## src/hdl/ouks_pkg.sv

```systemverilog
// ouks_pkg: request and status codes and fixed field widths for the
// ordered unique key set. No dependencies.
package ouks_pkg;

  // fixed field widths
  localparam int REQ_W    = 2;
  localparam int POS_BITS = 6;
  localparam int STATUS_W = 3;

  // request codes
  localparam logic [REQ_W-1:0] REQ_INSERT = 2'd0;
  localparam logic [REQ_W-1:0] REQ_REMOVE = 2'd1;
  localparam logic [REQ_W-1:0] REQ_LOCATE = 2'd2;
  localparam logic [REQ_W-1:0] REQ_PICKUP = 2'd3;

  // status codes
  localparam logic [STATUS_W-1:0] ST_OK     = 3'd0;
  localparam logic [STATUS_W-1:0] ST_DUP    = 3'd1;
  localparam logic [STATUS_W-1:0] ST_ABSENT = 3'd2;
  localparam logic [STATUS_W-1:0] ST_EMPTY  = 3'd3;
  localparam logic [STATUS_W-1:0] ST_FULL   = 3'd4;

endpackage

```

## src/hdl/ouks_ram.sv

```systemverilog
// ouks_ram: generic single-write, single-read synchronous RAM with a
// registered read port. No dependencies.
module ouks_ram #(
  parameter int WIDTH = 8,
  parameter int DEPTH = 64,
  localparam int AW = (DEPTH > 1) ? $clog2(DEPTH) : 1
) (
  input  logic             clk,
  input  logic             we,
  input  logic [AW-1:0]    waddr,
  input  logic [WIDTH-1:0] wdata,
  input  logic [AW-1:0]    raddr,
  output logic [WIDTH-1:0] rdata
);

  logic [WIDTH-1:0] mem [DEPTH];

  // write port and registered read
  always_ff @(posedge clk) begin
    if (we) begin
      mem[waddr] <= wdata;
    end
    rdata <= mem[raddr];
  end

endmodule

```

## src/hdl/ouks_mod.sv

```systemverilog
// ouks_mod: bit-serial restoring remainder unit, one dividend bit a cycle.
// No dependencies.
module ouks_mod #(
  parameter int DVD_W = 6,
  parameter int DVS_W = 7
) (
  input  logic             clk,
  input  logic             rst,
  input  logic             start,
  input  logic [DVD_W-1:0] dividend,
  input  logic [DVS_W-1:0] divisor,
  output logic             done,
  output logic [DVS_W-1:0] remainder
);

  localparam int CB = $clog2(DVD_W + 1);

  logic             busy;
  logic [CB-1:0]    cnt;
  logic [DVD_W-1:0] dvd;
  logic [DVS_W-1:0] dvs;
  logic [DVS_W:0]   trial;
  logic             ge;
  logic [DVS_W-1:0] rem_next;

  // one restoring step on the next dividend bit
  assign trial    = {remainder, dvd[DVD_W-1]};
  assign ge       = trial >= {1'b0, dvs};
  assign rem_next = ge ? DVS_W'(trial - {1'b0, dvs}) : DVS_W'(trial);

  always_ff @(posedge clk) begin
    if (rst) begin
      busy <= 1'b0;
      done <= 1'b0;
    end else begin
      done <= busy && !start && (cnt == CB'(1));
      if (start) begin
        busy <= 1'b1;
        cnt  <= CB'(DVD_W);
      end else if (busy) begin
        cnt <= cnt - CB'(1);
        if (cnt == CB'(1)) begin
          busy <= 1'b0;
        end
      end
    end
  end

  // datapath
  always_ff @(posedge clk) begin
    if (start) begin
      dvd       <= dividend;
      dvs       <= divisor;
      remainder <= '0;
    end else if (busy) begin
      dvd       <= dvd << 1;
      remainder <= rem_next;
    end
  end

endmodule

```

## src/hdl/ordered_unique_key_set_top.sv

```systemverilog
// ordered_unique_key_set_top: sequencer around the entry memory and the
// remainder unit. Depends on ouks_pkg, ouks_ram and ouks_mod.
//
// An insertion-ordered set of up to CAPACITY unique keys kept compacted in
// one synchronous RAM. One item at a time is taken; every item yields one
// result item. The RAM has one read and one write port, so the time per
// item is set by walking its entries one a cycle: insert, locate and
// remove first scan the current entries, stopping early when the key is
// found; a remove that finds its key and every pickup on a non-empty set
// then shift the later entries down one place, one entry a cycle. Pickup
// on a non-empty set first reduces the position modulo the count in a
// bit-serial unit and reads the taken entry. A final state loads the
// output register, which holds a result while the far side stalls; the
// next item is taken the cycle after. After reset the set is empty and
// items are taken at once.
module ordered_unique_key_set_top
  import ouks_pkg::*;
#(
  parameter int CAPACITY = 64,
  parameter int KEY_BITS = 6,
  localparam int IDX_W = $clog2(CAPACITY),
  localparam int CNT_W = $clog2(CAPACITY + 1)
) (
  input  logic                clk,
  input  logic                rst,
  input  logic                in_valid,
  output logic                in_stall,
  input  logic [REQ_W-1:0]    req_type,
  input  logic [KEY_BITS-1:0] key,
  input  logic [POS_BITS-1:0] position,
  output logic                out_valid,
  input  logic                out_stall,
  output logic [STATUS_W-1:0] status,
  output logic [IDX_W-1:0]    found_index,
  output logic [KEY_BITS-1:0] taken_key,
  output logic [CNT_W-1:0]    entry_count
);

  localparam logic [2:0] S_IDLE  = 3'd0;
  localparam logic [2:0] S_SCAN  = 3'd1;
  localparam logic [2:0] S_MOD   = 3'd2;
  localparam logic [2:0] S_TAKE  = 3'd3;
  localparam logic [2:0] S_TAKEW = 3'd4;
  localparam logic [2:0] S_SHIFT = 3'd5;
  localparam logic [2:0] S_DONE  = 3'd6;

  logic [2:0]          state;
  logic [REQ_W-1:0]    req_q;
  logic [KEY_BITS-1:0] key_q;
  logic [CNT_W-1:0]    count;
  logic [CNT_W-1:0]    ptr;
  logic                pend;
  logic [IDX_W-1:0]    pend_idx;
  logic [IDX_W-1:0]    where;
  logic [STATUS_W-1:0] st_q;
  logic [IDX_W-1:0]    idx_q;
  logic [KEY_BITS-1:0] taken_q;

  logic                mem_we;
  logic [IDX_W-1:0]    mem_waddr;
  logic [KEY_BITS-1:0] mem_wdata;
  logic [IDX_W-1:0]    mem_raddr;
  logic [KEY_BITS-1:0] rd_data;

  logic                mod_start;
  logic                mod_done;
  logic [CNT_W-1:0]    mod_rem;

  logic                accept;
  logic                issue;
  logic                hit;
  logic                walk_end;
  logic                full;

  assign in_stall = (state != S_IDLE);
  assign accept   = in_valid && (state == S_IDLE);
  assign issue    = (ptr < count);
  assign hit      = pend && (rd_data == key_q);
  assign walk_end = !pend && !issue;
  assign full     = (count == CNT_W'(CAPACITY));

  assign mod_start = accept && (req_type == REQ_PICKUP) && (count != '0);

  // memory port control: append on insert, move down during shift
  always_comb begin
    mem_we    = 1'b0;
    mem_waddr = count[IDX_W-1:0];
    mem_wdata = key_q;
    if (state == S_SHIFT) begin
      mem_we    = pend;
      mem_waddr = pend_idx - IDX_W'(1);
      mem_wdata = rd_data;
    end else if (state == S_SCAN) begin
      mem_we = !hit && walk_end && (req_q == REQ_INSERT) && !full;
    end
    mem_raddr = (state == S_TAKE) ? where : ptr[IDX_W-1:0];
  end

  ouks_ram #(
    .WIDTH(KEY_BITS),
    .DEPTH(CAPACITY)
  ) u_ram (
    .clk  (clk),
    .we   (mem_we),
    .waddr(mem_waddr),
    .wdata(mem_wdata),
    .raddr(mem_raddr),
    .rdata(rd_data)
  );

  ouks_mod #(
    .DVD_W(POS_BITS),
    .DVS_W(CNT_W)
  ) u_mod (
    .clk      (clk),
    .rst      (rst),
    .start    (mod_start),
    .dividend (position),
    .divisor  (count),
    .done     (mod_done),
    .remainder(mod_rem)
  );

  // control sequencer
  always_ff @(posedge clk) begin
    if (rst) begin
      state     <= S_IDLE;
      count     <= '0;
      pend      <= 1'b0;
      out_valid <= 1'b0;
    end else begin
      if (out_valid && !out_stall && (state != S_DONE)) begin
        out_valid <= 1'b0;
      end
      case (state)
        S_IDLE: begin
          pend <= 1'b0;
          ptr  <= '0;
          if (accept) begin
            if (req_type == REQ_PICKUP) begin
              state <= (count == '0) ? S_DONE : S_MOD;
            end else begin
              state <= S_SCAN;
            end
          end
        end
        // compare entries one a cycle against the key
        S_SCAN: begin
          if (hit && (req_q == REQ_REMOVE)) begin
            ptr   <= CNT_W'(pend_idx) + CNT_W'(1);
            pend  <= 1'b0;
            state <= S_SHIFT;
          end else begin
            pend <= issue;
            if (issue) begin
              ptr <= ptr + CNT_W'(1);
            end
            if (hit) begin
              state <= S_DONE;
            end else if (walk_end) begin
              if ((req_q == REQ_INSERT) && !full) begin
                count <= count + CNT_W'(1);
              end
              state <= S_DONE;
            end
          end
        end
        S_MOD: begin
          if (mod_done) begin
            state <= S_TAKE;
          end
        end
        S_TAKE: begin
          state <= S_TAKEW;
        end
        S_TAKEW: begin
          ptr   <= CNT_W'(where) + CNT_W'(1);
          pend  <= 1'b0;
          state <= S_SHIFT;
        end
        // move later entries down one place
        S_SHIFT: begin
          pend <= issue;
          if (issue) begin
            ptr <= ptr + CNT_W'(1);
          end
          if (walk_end) begin
            count <= count - CNT_W'(1);
            state <= S_DONE;
          end
        end
        S_DONE: begin
          if (!out_valid || !out_stall) begin
            out_valid <= 1'b1;
            state     <= S_IDLE;
          end
        end
        default: begin
          state <= S_IDLE;
        end
      endcase
    end
  end

  // item payload and result fields
  always_ff @(posedge clk) begin
    pend_idx <= ptr[IDX_W-1:0];
    case (state)
      S_IDLE: begin
        if (accept) begin
          req_q   <= req_type;
          key_q   <= key;
          st_q    <= ((req_type == REQ_PICKUP) && (count == '0)) ? ST_EMPTY : ST_OK;
          idx_q   <= '0;
          taken_q <= '0;
        end
      end
      S_SCAN: begin
        if (hit) begin
          where <= pend_idx;
          if (req_q == REQ_INSERT) begin
            st_q <= ST_DUP;
          end else begin
            idx_q <= pend_idx;
          end
        end else if (walk_end) begin
          if (req_q != REQ_INSERT) begin
            st_q <= ST_ABSENT;
          end else if (full) begin
            st_q <= ST_FULL;
          end else begin
            idx_q <= count[IDX_W-1:0];
          end
        end
      end
      S_MOD: begin
        if (mod_done) begin
          where <= mod_rem[IDX_W-1:0];
          idx_q <= mod_rem[IDX_W-1:0];
        end
      end
      S_TAKEW: begin
        taken_q <= rd_data;
      end
      S_DONE: begin
        if (!out_valid || !out_stall) begin
          status      <= st_q;
          found_index <= idx_q;
          taken_key   <= taken_q;
          entry_count <= count;
        end
      end
      default: begin
      end
    endcase
  end

endmodule

```

## config.mk

```make
export PLATFORM = sky130hd
export DESIGN_NAME = ordered_unique_key_set_top
export DESIGN_NICKNAME = d
export VERILOG_FILES = /design/src/hdl/ouks_pkg.sv /design/src/hdl/ouks_ram.sv /design/src/hdl/ouks_mod.sv /design/src/hdl/ordered_unique_key_set_top.sv
export SDC_FILE = /design/constraint.sdc
export NUM_CORES = 1
export LEC_CHECK = 0
export ABC_AREA = 1
export BUFFER_PORTS_ARGS = -buffer_cell sky130_fd_sc_hd__clkbuf_2
export CORE_MARGIN = 2
export CORE_UTILIZATION = 40
export CTS_CLUSTER_DIAMETER = 80
export DETAILED_ROUTE_END_ITERATION = 16
export GPL_TIMING_DRIVEN = 0
export SETUP_SLACK_MARGIN = 0.1
export SLEW_MARGIN = 25
export SYNTH_ARGS = -nofsm -noshare
export SYNTH_HDL_FRONTEND = slang
export SYNTH_SLANG_ARGS = --single-unit
```

## constraint.sdc

```tcl
create_clock -name clk -period 6.7 [get_ports clk]
set_input_delay 2.01 -clock clk [delete_from_list [all_inputs] [get_ports clk]]
set_output_delay 2.01 -clock clk [all_outputs]
set_load 0.05 [all_outputs]
```

# Word-level counts from Yosys, hierarchy flattened
# Memories as Yosys holds them, arrays and structs flattened. A register that Yosys moved wholly into a read port is not among the register bits.
# Cells that the tools add are included.
# op_classes
n_reduce_logical	48
bitwise	1
n_mux	56
n_eq_ne	27
n_addsub	8
magnitude_cmp	2
# op_table
op	count
2-to-1 mux 6 bit	13
2-to-1 mux 7 bit	8
2-to-1 mux 3 bit	15
case mux 7 bit (4 select lines)	1
case mux 6 bit (2 select lines)	2
case mux 3 bit (7 select lines)	1
case mux 6 bit (3 select lines)	1
logical AND 1 bit	15
!= test 3 bit, second input constant	5
adder 6 x 1 -> 7 bit, second input constant	2
adder 7 x 1 -> 7 bit, second input constant	2
!= test 2 bit, second input constant	7
case mux 7 bit (2 select lines)	1
nonzero test 2 bit	6
2-to-1 mux 1 bit	11
AND reduction 2 bit	5
== test 3 bit, second input constant	3
nonzero test 3 bit	3
>= comparator 8 x 7 -> 1 bit	1
== test 7 bit, second input constant	1
logical NOT 1 bit	7
logical NOT 7 bit	1
< comparator 7 bit	1
AND reduction 7 bit	1
25 further kinds	29
# word_totals
in_bits	18
output_inout_bits	24
word_cells	165
mem_bits_rw	384
mem_count	1
regBits	101
# mem_list
memory	depth	word_bits	rd	rd_clocked_by_memory_dff	wr	line_no	rtl
u_ram.mem	64	6	1	1	1	ouks_ram.sv:16	logic [WIDTH-1:0] mem [DEPTH];

# Logic depth before layout (Yosys ltp)
# Gate-level depths: netlist of run 1.
# depth
ltp_word	10
ltp_mapped	15
mapped_depth_nobuf	13

# Hierarchy
# Synthesis of run 1 repeated with hierarchy kept, for this count alone.
# unflattened
cells_unflattened	1986
hier_area_um2	21518.1
# by_module_without_submodules
mod	seq_area_each_um2	area_per_inst_um2	cells_each	instances
ouks_ram	11651.2	15930.3	1376	1
ordered_unique_key_set_top	2102.0	4186.5	447	1
ouks_mod	660.6	1401.3	163	1

# Least setup slack after synthesis of run 1
# No wires, ideal clock.
# synth_path
path_kind	register to register
start	register state[0]
end	memory u_ram.mem[0][0] (netlist bit) (data pin)
arrival_time_ps	3638
required_ps	5998
synth_period_minus_slack_ps	4340
stages_incl_launch_ff	8
setup_ps	702
path_slack_ps	2360
n_path_buf	3
path_cell_list	dfxtp_1 -> buf_6 -> inv_2 -> nor2_4 -> nand2_1 -> buf_2 -> clkbuf_1 -> o21ai_0
# synth_via
elab_chain_cells	2
# synth_lines
element	line_no	rtl
start: declaration	ordered_unique_key_set_top.sv:47	logic [2:0] state;
start signal: assignment	ordered_unique_key_set_top.sv:141	state <= (count == '0) ? S_DONE : S_MOD;
== test 3 bit	ordered_unique_key_set_top.sv:89	if (state == S_SHIFT) begin
2-to-1 mux 6 bit	ordered_unique_key_set_top.sv:89	
via mem_wdata[0]	ordered_unique_key_set_top.sv:61	logic [KEY_BITS-1:0] mem_wdata;
end: declaration	ouks_ram.sv:16	
# The timed path passes the listed nets, and every way through them passes these cells.

# Final worst setup path of run 1
# layout_path
start	register state[0]
end	output in_stall
# layout_via
elab_chain_cells	1
# layout_lines
element	line_no	rtl
nonzero test 3 bit	ordered_unique_key_set_top.sv:75	assign in_stall = (state != S_IDLE);
end: declaration	ordered_unique_key_set_top.sv:27	output logic in_stall,
# Every way passes these cells.

==> results.md, run 1 <==
Worst setup path:
- The worst setup path is captured at a primary output.
- In this run the register-to-register setup slack is about 3.1 ns.
- The signal on the critical path passes through buf_6 -> nor2_1 -> inv_2 -> nor2_1 -> inv_1 -> clkbuf_2.
- The critical-path cell with the highest stage delay is dfxtp_1.
- The arrival time at the worst endpoint is about 1.8 ns.
- The largest single stage delay on the critical path is 0.31 ns.
- The maximum net fanout on the critical path is 7.
- The cell that appears most often on the critical path is nor2_1.
- The worst path buffer plus inverter count is 4.
- The kind of cell with the highest combined delay along the critical path is buffers and inverters.
- The required arrival time at the worst endpoint is 4.69 ns.
- STA classifies the critical path startpoint as a flop.
- The type of the worst setup path is flop to primary output.

Logic synthesis:
- In the post-synthesis netlist, the biggest area contributors are edfxtp_1 (61%), nand3_1 (8.9%), nand2_1 (8.4%).
- Counting flops and latches in the post-synthesis netlist gives between 400 and 500.
- The fraction of the yosys area taken by sequential cells is between 60% and 70%.
- The number of cells produced by synthesis is approximately 2300.
- Among all flip-flop cells after synthesis, the most frequent one is edfxtp_1.
- The synthesized netlist contains 45 unique library cells.
- The count of yosys warnings during synthesis is 0.
- The top cell type by area accounts for between 60% and 70% of the synthesized area.
- Counting flops with a built-in enable in the synthesized netlist gives approximately 460.
- In this run the mean area of a mapped cell was ~10 µm².
- The largest total area in the synthesized netlist belongs to edfxtp_1.
- Summing every instance area after synthesis gives 22500 µm².
- Counting flops with an async set or reset pin after synthesis yields a share of 0%.
- The number of nets in the synthesized netlist is ~2300.

STA:
- The post-route clock period utilization is between 50% and 60%.
- The final-layout setup total negative slack is 0 ns.
- The maximum clock skew at final layout is 0.0445 ns.
- The final-report hold violation count is 0.
- Setup repair after global routing left no endpoint under its margin.
- The shortest clock period the worst path allows after layout is between 3 and 4 ns.
- The max-slew violation count came to 0.
- Derived from the worst setup path, the maximum achievable clock frequency is around 260 MHz.
- Setup violations remaining at the end of the flow were counted as 0.
- The worst relative slew slack is 31.2%.
- The measured slew at the worst slew-check pin is ~1.0 ns.

Detailed routing:
- The total number of vias is around 16000.
- After the first detailed-routing iteration, the DRC count stood at between 1500 and 2000.
- After detailed routing, the number of vias per cell comes to roughly 5.
- After detailed routing, the number of remaining DRC violations is 0.
- In the final routed layout, each cell accounts on average for between 15 and 20 µm.
- For this run, the detailed router's first-pass iteration total came to 5.
- Wires add up to around 63000 µm.
- The remaining number of nets flagged by the antenna check after routing is 0.

Floorplan:
- The floorplan has 87 rows.
- The die outline height is about 240 µm.
- The placeable core area is around 56000 µm².
- Once the floorplan was initialized, standard cells occupied roughly two fifths of the core.
- The floorplan step defined a die boundary enclosing ~60000 µm².
- In this run the count of I/O pins placed on the die edge is 42.
- The horizontal die dimension is roughly 240 µm.

Pwr:
- The overall power consumption is 11.0 mW.
- The worst supply voltage drop on vdd is roughly 210 µV.
- The standby leakage power is 10.8 nW.
- The cell area power density is 424 nW/µm².

Finish:
- The most common library cell in the layout ignoring fill and taps is nand2_1.
- The final net count is 2421.
- 0 antenna diodes ended up in the layout.
- The layout overhead on the synthesized area is 15.1%.
- The share of cells above drive strength 1 is about a tenth.
- In the layout the commonest cells are nand2_1 (506), edfxtp_1 (458), inv_1 (422), nand3_1 (402), nor2_1 (119).
- For this run, the share of the core covered by cells in the final layout is between 40% and 50%.
- The layout has 5223 filler cells.

Clock network:
- The worst-skew pair later-pin latency is ~0.65 ns.
- TritonCTS built the clock tree.
- The longest clock path from root to sink contains 3 buffers.
- The H-tree depth is 2.
- The number of buffers inserted by post-CTS setup repair is 0.
- The number of CTS-inserted buffers is between 50 and 60.
- Clock-pin slew was measured on the worst setup and hold paths at ~0.07 ns.
- The number of sinks on the clock net is 491.
- The clock root buffer is clkbuf_16.
- The number of gates resized after CTS was 0.
- The number of hold buffers added after CTS was 0.

GRT:
- The number of antenna violations at the first check in global routing came to 0.
- The pin count of the biggest net entering global routing is 26.
- The first global-routing pass estimated 95400 µm of wire.
- Summed over all layers, the global routing overflow is 0.
- The aggregate global-route resource usage is between 20% and 30%.
- The number of global-route vias before repair is ~16000.

Placement:
- In this run the tool buffered the top-level ports with 40 buffer cells.
- The final weighted congestion in routability-driven placement is 0.922.
- After legalization and detailed placement, the total HPWL measured between 40000 and 50000 µm.

Job:
- The reported max-cap violation count is 0.

Worst hold path:
- The worst hold path belongs to the class flop to flop.

Outcome:
- The flow ran to the end, and the final reports show no timing, DRC or antenna violations.
[cell usage after synthesis (5+ instances only)]
cell type	number
nand2_1	506
edfxtp_1	458
inv_1	422
nand3_1	402
nor2_1	119
buf_2	51
o21ai_0	44
dfxtp_1	33
nand3b_1	26
ha_1	24
a21oi_1	23
clkbuf_1	21
xor2_1	17
nor3_1	12
buf_4	8
nand3_2	8
xnor2_1	8
buf_1	7
inv_2	7
nand4_1	7
o21ai_1	6
o221ai_1	6
buf_6	5
o21ai_2	5
[worst paths after layout]
check	from	to	cells after the start
max	state[0]	in_stall	6
min	st_q[1]	status[1]	0
max reg2reg	count[1]	u_ram.mem[4][0]	12
min reg2reg	st_q[1]	status[1]	0
[final cells by class]
| type | count | area [µm²] | share of cell area [%] |
|---|---|---|---|
| Inverter | 430 | 1620 | 6.23 |
| Timing Repair Buffer | 59 | 686 | 2.64 |
| Buffer | 92 | 477 | 1.84 |
| Clock inverter | 34 | 317 | 1.22 |
| Multi-Input combinational cell | 1250 | 6120 | 23.6 |
| Tap cell | 756 | 946 | 3.65 |
| Clock buffer | 66 | 1380 | 5.30 |
| Sequential cell | 491 | 14400 | 55.6 |
[per-layer routing]
metal | GRT usage, % | share of wire [%]
met1 | 31.2 | 44
met2 | 34.7 | 45
met3 | 3.67 | 7.9
met5 | 0 | 0
met4 | 6.88 | 2.9
[flip-flops by register name, indices dropped and copies added, names as in the netlist, 7 cells and up]
name	count
count	7
entry_count	7
u_mod.remainder	7
u_ram.mem	384
ptr	7
u_mod.dvs	7
[logic make-up after synthesis]
family          after synthesis  share of synthesized area [%]
buf+inv                     522                           9.29
fa+ha+maj                    26                           1.51
simple gates               1099                           21.7
flops                       491                           64.0
xor+xnor                     25                          0.971
compound gates              100                           2.58
[power breakdown]
group	total, mW	internal [mW]	switching, mW	leakage [nW]
logic	4.15	1.20	2.95	5.58
registers	4.02	3.86	0.157	4.42
clock network	2.85	1.59	1.26	0.828
total	11.0	6.65	4.37	10.8
[metrics by stage]
stage / worst slack, ns / instances / hold slack (ns) / cell area, µm²
after CTS: 2.82 / 3178 / 0.419 / 25900
after global routing: 2.70 / 3178 / 0.422 / 25900
final: 2.85 / 3178 / 0.418 / 25900
after detailed placement: 3.10 / 3078 / 0.405 / 24300
after floorplan: 2.36 / 2263 / 0.400 / 22500
after global placement: -3.00 / 3059 / 0.403 / 23700
Note: power is estimated with default switching activity, not from simulation.
==> run 2: changes to the inputs <==
- clock period: 6.7 -> 3.65 ns (I/O delays scaled with it)
==> run 2 against run 1 <==
Effect of this change:
- sequential share of layout area shrank 0.24 points
- die area is the same
- sequential cell count is the same
- non-clock buffer count is the same
- design area grew 0.43%
- final cell count is the same
- setup slack lost 2.7 ns
- sequential power grew 83%
- highest routed layer unchanged
==> results.md, run 2 (same netlist as run 1, synthesis figures left out) <==
Outcome:
- Result of the run: finished, final reports clean (unchanged).

Detailed routing:
- The detailed-routed wire length on met2 came to 28600 µm (about the same).
- The iteration count of the initial detailed-routing pass is 5 (unchanged).
- The wire length on met3 is 4860 µm (was 4970 µm).
- The number of remaining DRC errors is 0 (unchanged).
- The top layer reached by signal wires is met4 (unchanged).
- The remaining number of nets flagged by the antenna check after routing is 0 (unchanged).
- The ratio of routed vias to standard cells is 5.12 (was 5.14).
- The total number of vias is 16277 (was 16333).
- The aggregate routed wire length was 63300 µm (was 63200 µm).
- The average wire per standard cell is 19.9 µm (about the same).
- The post-route met1 wirelength is 27900 µm (was 27800 µm).
- The DRC violation total after the first TritonRoute iteration is 1654 (was 1869).

Worst setup path:
- The type of the worst setup path is flop to flop (was flop to primary output).
- The required arrival time at the worst endpoint came to 3.93 ns (was 4.69 ns).
- The number of cells on the worst reg-to-reg path came to 12 (unchanged).
- The startpoint of the most critical register-to-register path is count[1] (unchanged).
- The reg2reg setup slack is 0.14 ns (was 3.12 ns).
- The worst path buffer plus inverter count is 2 (was 4).
- The longest individual stage delay on the worst path is 0.64 ns (was 0.31 ns).
- The arrival time at the worst endpoint is 3.79 ns (was 1.84 ns).
- The largest delay contributor family on the critical path is simple AND/OR/NAND/NOR gates (was buffers and inverters).
- The endpoint of the most critical register-to-register path is u_ram.mem[61][0] (was u_ram.mem[4][0]).
- The startpoint type of the worst setup path is a flop (unchanged).
- The critical path capture point is u_ram.mem[61][0] (was in_stall).
- The cell repeated most along the worst path is nand2_1 (was nor2_1).
- The critical-path cell with the highest stage delay is nor2_1 (was dfxtp_1).
- Cell-by-cell listing of the critical path: inv_1 -> ha_1 -> nand3_1 -> nand2_1 -> nand2_1 -> nand2_2 -> nand2_1 -> inv_1 -> nand3_1 -> o21ai_2 -> nand3_2 -> nor2_1 (was buf_6 -> nor2_1 -> inv_2 -> nor2_1 -> inv_1 -> clkbuf_2).
- The maximum net fanout on the critical path is 8 (was 7).
- The launch point of the worst path is count[1] (was state[0]).
- The number of cells on the critical path is 12 (was 6).
- The kind of capture point of the worst setup path is a flop (was primary output).

Pwr:
- The overall power consumption is 20.2 mW (was 11.0 mW).
- The cell area power density is 776 nW/µm² (was 424 nW/µm²).
- The worst supply voltage drop on vdd is 386 µV (was 212 µV).
- The standby leakage power came to 10.8 nW (about the same).

Finish:
- The multi-input logic area is 6230 µm² (was 6120 µm²).
- The final net count came to 2421 (unchanged).
- The area used by sequential logic in the layout is 14400 µm² (unchanged).
- The layout overhead on the synthesized area is 15.6% (was 15.1%).
- The number of diodes added for antenna fixing is 0 (unchanged).
- The fill cell instance count of the final layout came to 5216 (was 5223).
- The share of cells above drive strength 1 is 12.0% (was 10.2%).
- The flip-flop count of the largest register after layout is 384 (unchanged).
- The most common library cell in the layout ignoring fill and taps is nand2_1 (unchanged).
- The final standard cell area without fillers came to 26100 µm² (was 25900 µm²).
- The register ranked first by flip-flop count is u_ram.mem (unchanged).
- The number of non-filler instances in the completed layout is 3178 (unchanged).
- Highest-count cells in the layout ignoring fill and taps: nand2_1 (506), edfxtp_1 (458), inv_1 (422), nand3_1 (402), nor2_1 (74) (was nand2_1 (506), edfxtp_1 (458), inv_1 (422), nand3_1 (402), nor2_1 (119)).

Worst hold path:
- The class of the most critical hold timing path is flop to flop (unchanged).

GRT:
- The number of global-route vias before repair is 15628 (unchanged).
- The aggregate global-route resource usage was 22.0% (unchanged).
- The global-route wire length before repair is 95400 µm (unchanged).
- The pin count of the biggest net entering global routing came to 26 (unchanged).
- The total global routing overflow was 0 (unchanged).
- The number of antenna violations at the first check in global routing came to 0 (unchanged).

STA:
- The worst relative slew slack is 30.4% (was 31.2%).
- The final critical path takes up 96.1% of the cycle.
- The max-slew violation count is 0 (unchanged).
- Unrepaired setup endpoints after global routing: yes (was no).
- The shortest clock period the worst path allows after layout is ~3.5 ns.
- The final-report hold violation count is 0 (unchanged).
- The count of final setup violators is 0 (unchanged).
- Static timing analysis puts the maximum clock frequency at approximately 290 MHz.
- The maximum clock skew at final layout is 0.0491 ns (was 0.0445 ns).
- The measured slew at the worst slew-check pin came to 1.04 ns (was 1.03 ns).

Floorplan:
- The die outline height came to 241 µm (unchanged).
- The area enclosed by the die boundary was 58300 µm² (unchanged).
- The initial cell density of the core is 40.2% (unchanged).
- The count of boundary I/O pins is 42 (unchanged).
- The number of rows created at floorplan was 87 (unchanged).
- The placeable core area is 56100 µm² (unchanged).
- The horizontal die dimension was 241 µm (unchanged).

Job:
- The reported max-cap violation count was 0 (unchanged).

Clock network:
- The largest buffer count on any clock path is 3 (unchanged).
- The worst-skew pair later-pin latency came to 0.65 ns (about the same).
- The post-cts hold buffer count was 0 (unchanged).
- The H-tree depth is 2 (unchanged).
- The clock tree from TritonCTS was built (unchanged).
- The number of CTS-inserted buffers is 53 (unchanged).
- The number of sinks on the clock net was 491 (unchanged).
- The clock transition at the registers of the reported paths is 0.06 ns (was 0.07 ns).
- The number of buffers inserted by post-CTS setup repair came to 0 (unchanged).
- The clock root buffer is clkbuf_16 (unchanged).
- The number of instances resized during post-cts repair is 0 (unchanged).

Placement:
- The HPWL after detailed placement was 44700 µm (unchanged).
- The final weighted congestion in routability-driven placement is 0.922 (unchanged).
- The number of I/O port buffers is 40 (unchanged).
- The number of cells in the design after placement is 3078 (unchanged).
- The instance area at placement was 24300 µm² (unchanged).
## run 2: cell counts in the layout (fill, tap and decap cells not counted)
Identical to the previous run, type by type.
## run 2: cell type report
class / instances / share of cell area (%)
sequential: 491 / 55.3
multi-input combinational: 1250 / 23.9
inverter: 430 / 6.20
clock buffer: 66 / 5.28
tap: 756 / 3.63
timing repair buffer: 59 / 2.63
buffer: 92 / 1.83
clock inverter: 34 / 1.21
## run 2: metal layers
metal	global-route usage, %	up-vias
met5	0	-
met4	6.88	0
met3	3.67	118
met2	34.7	655
met1	31.2	7837
li1	-	7667
## run 2: worst min-delay path by stage
stage	to	cells after the start	startpoint	slack [ns]
6_report	status[1]	0	st_q[1]	0.42
2_1_floorplan	found_index[0]	0	idx_q[0]	0.40
4_1_cts	status[1]	0	st_q[1]	0.42
3_3_place_gp	found_index[5]	0	idx_q[5]	0.40
5_1_grt	status[1]	0	st_q[1]	0.42
3_5_place_dp	status[1]	0	st_q[1]	0.41
## run 2: stage by stage
step	hold slack (ns)	utilization (%)	setup slack, ns	setup TNS [ns]
floorplan	0.400	-	-0.690	-264.96
global placement	0.403	42.2	-6.05	-2230.61
detailed placement	0.405	43.3	0.177	0
CTS	0.419	46.3	0.146	0
global route	0.422	46.5	-0.0633	-2.21
finish	0.418	46.5	0.144	0
## run 2: report_power, final
group          switching [mW]  leakage, nW  total [mW]  internal [mW]
clock                    2.30        0.828        5.22           2.92
combinational            5.45         5.57        7.65           2.20
sequential              0.288         4.42        7.37           7.08
total                    8.03         10.8        20.2           12.2
## run 2: worst reg2reg max path, cell delays in order, from the launching register on
cell and delay [ns]:
dfxtp_1 0.49, inv_1 0.20, ha_1 0.32, nand3_1 0.07, nand2_1 0.06, nand2_1 0.06
nand2_2 0.14, nand2_1 0.16, inv_1 0.11, nand3_1 0.09, o21ai_2 0.22, nand3_2 0.62
nor2_1 0.65
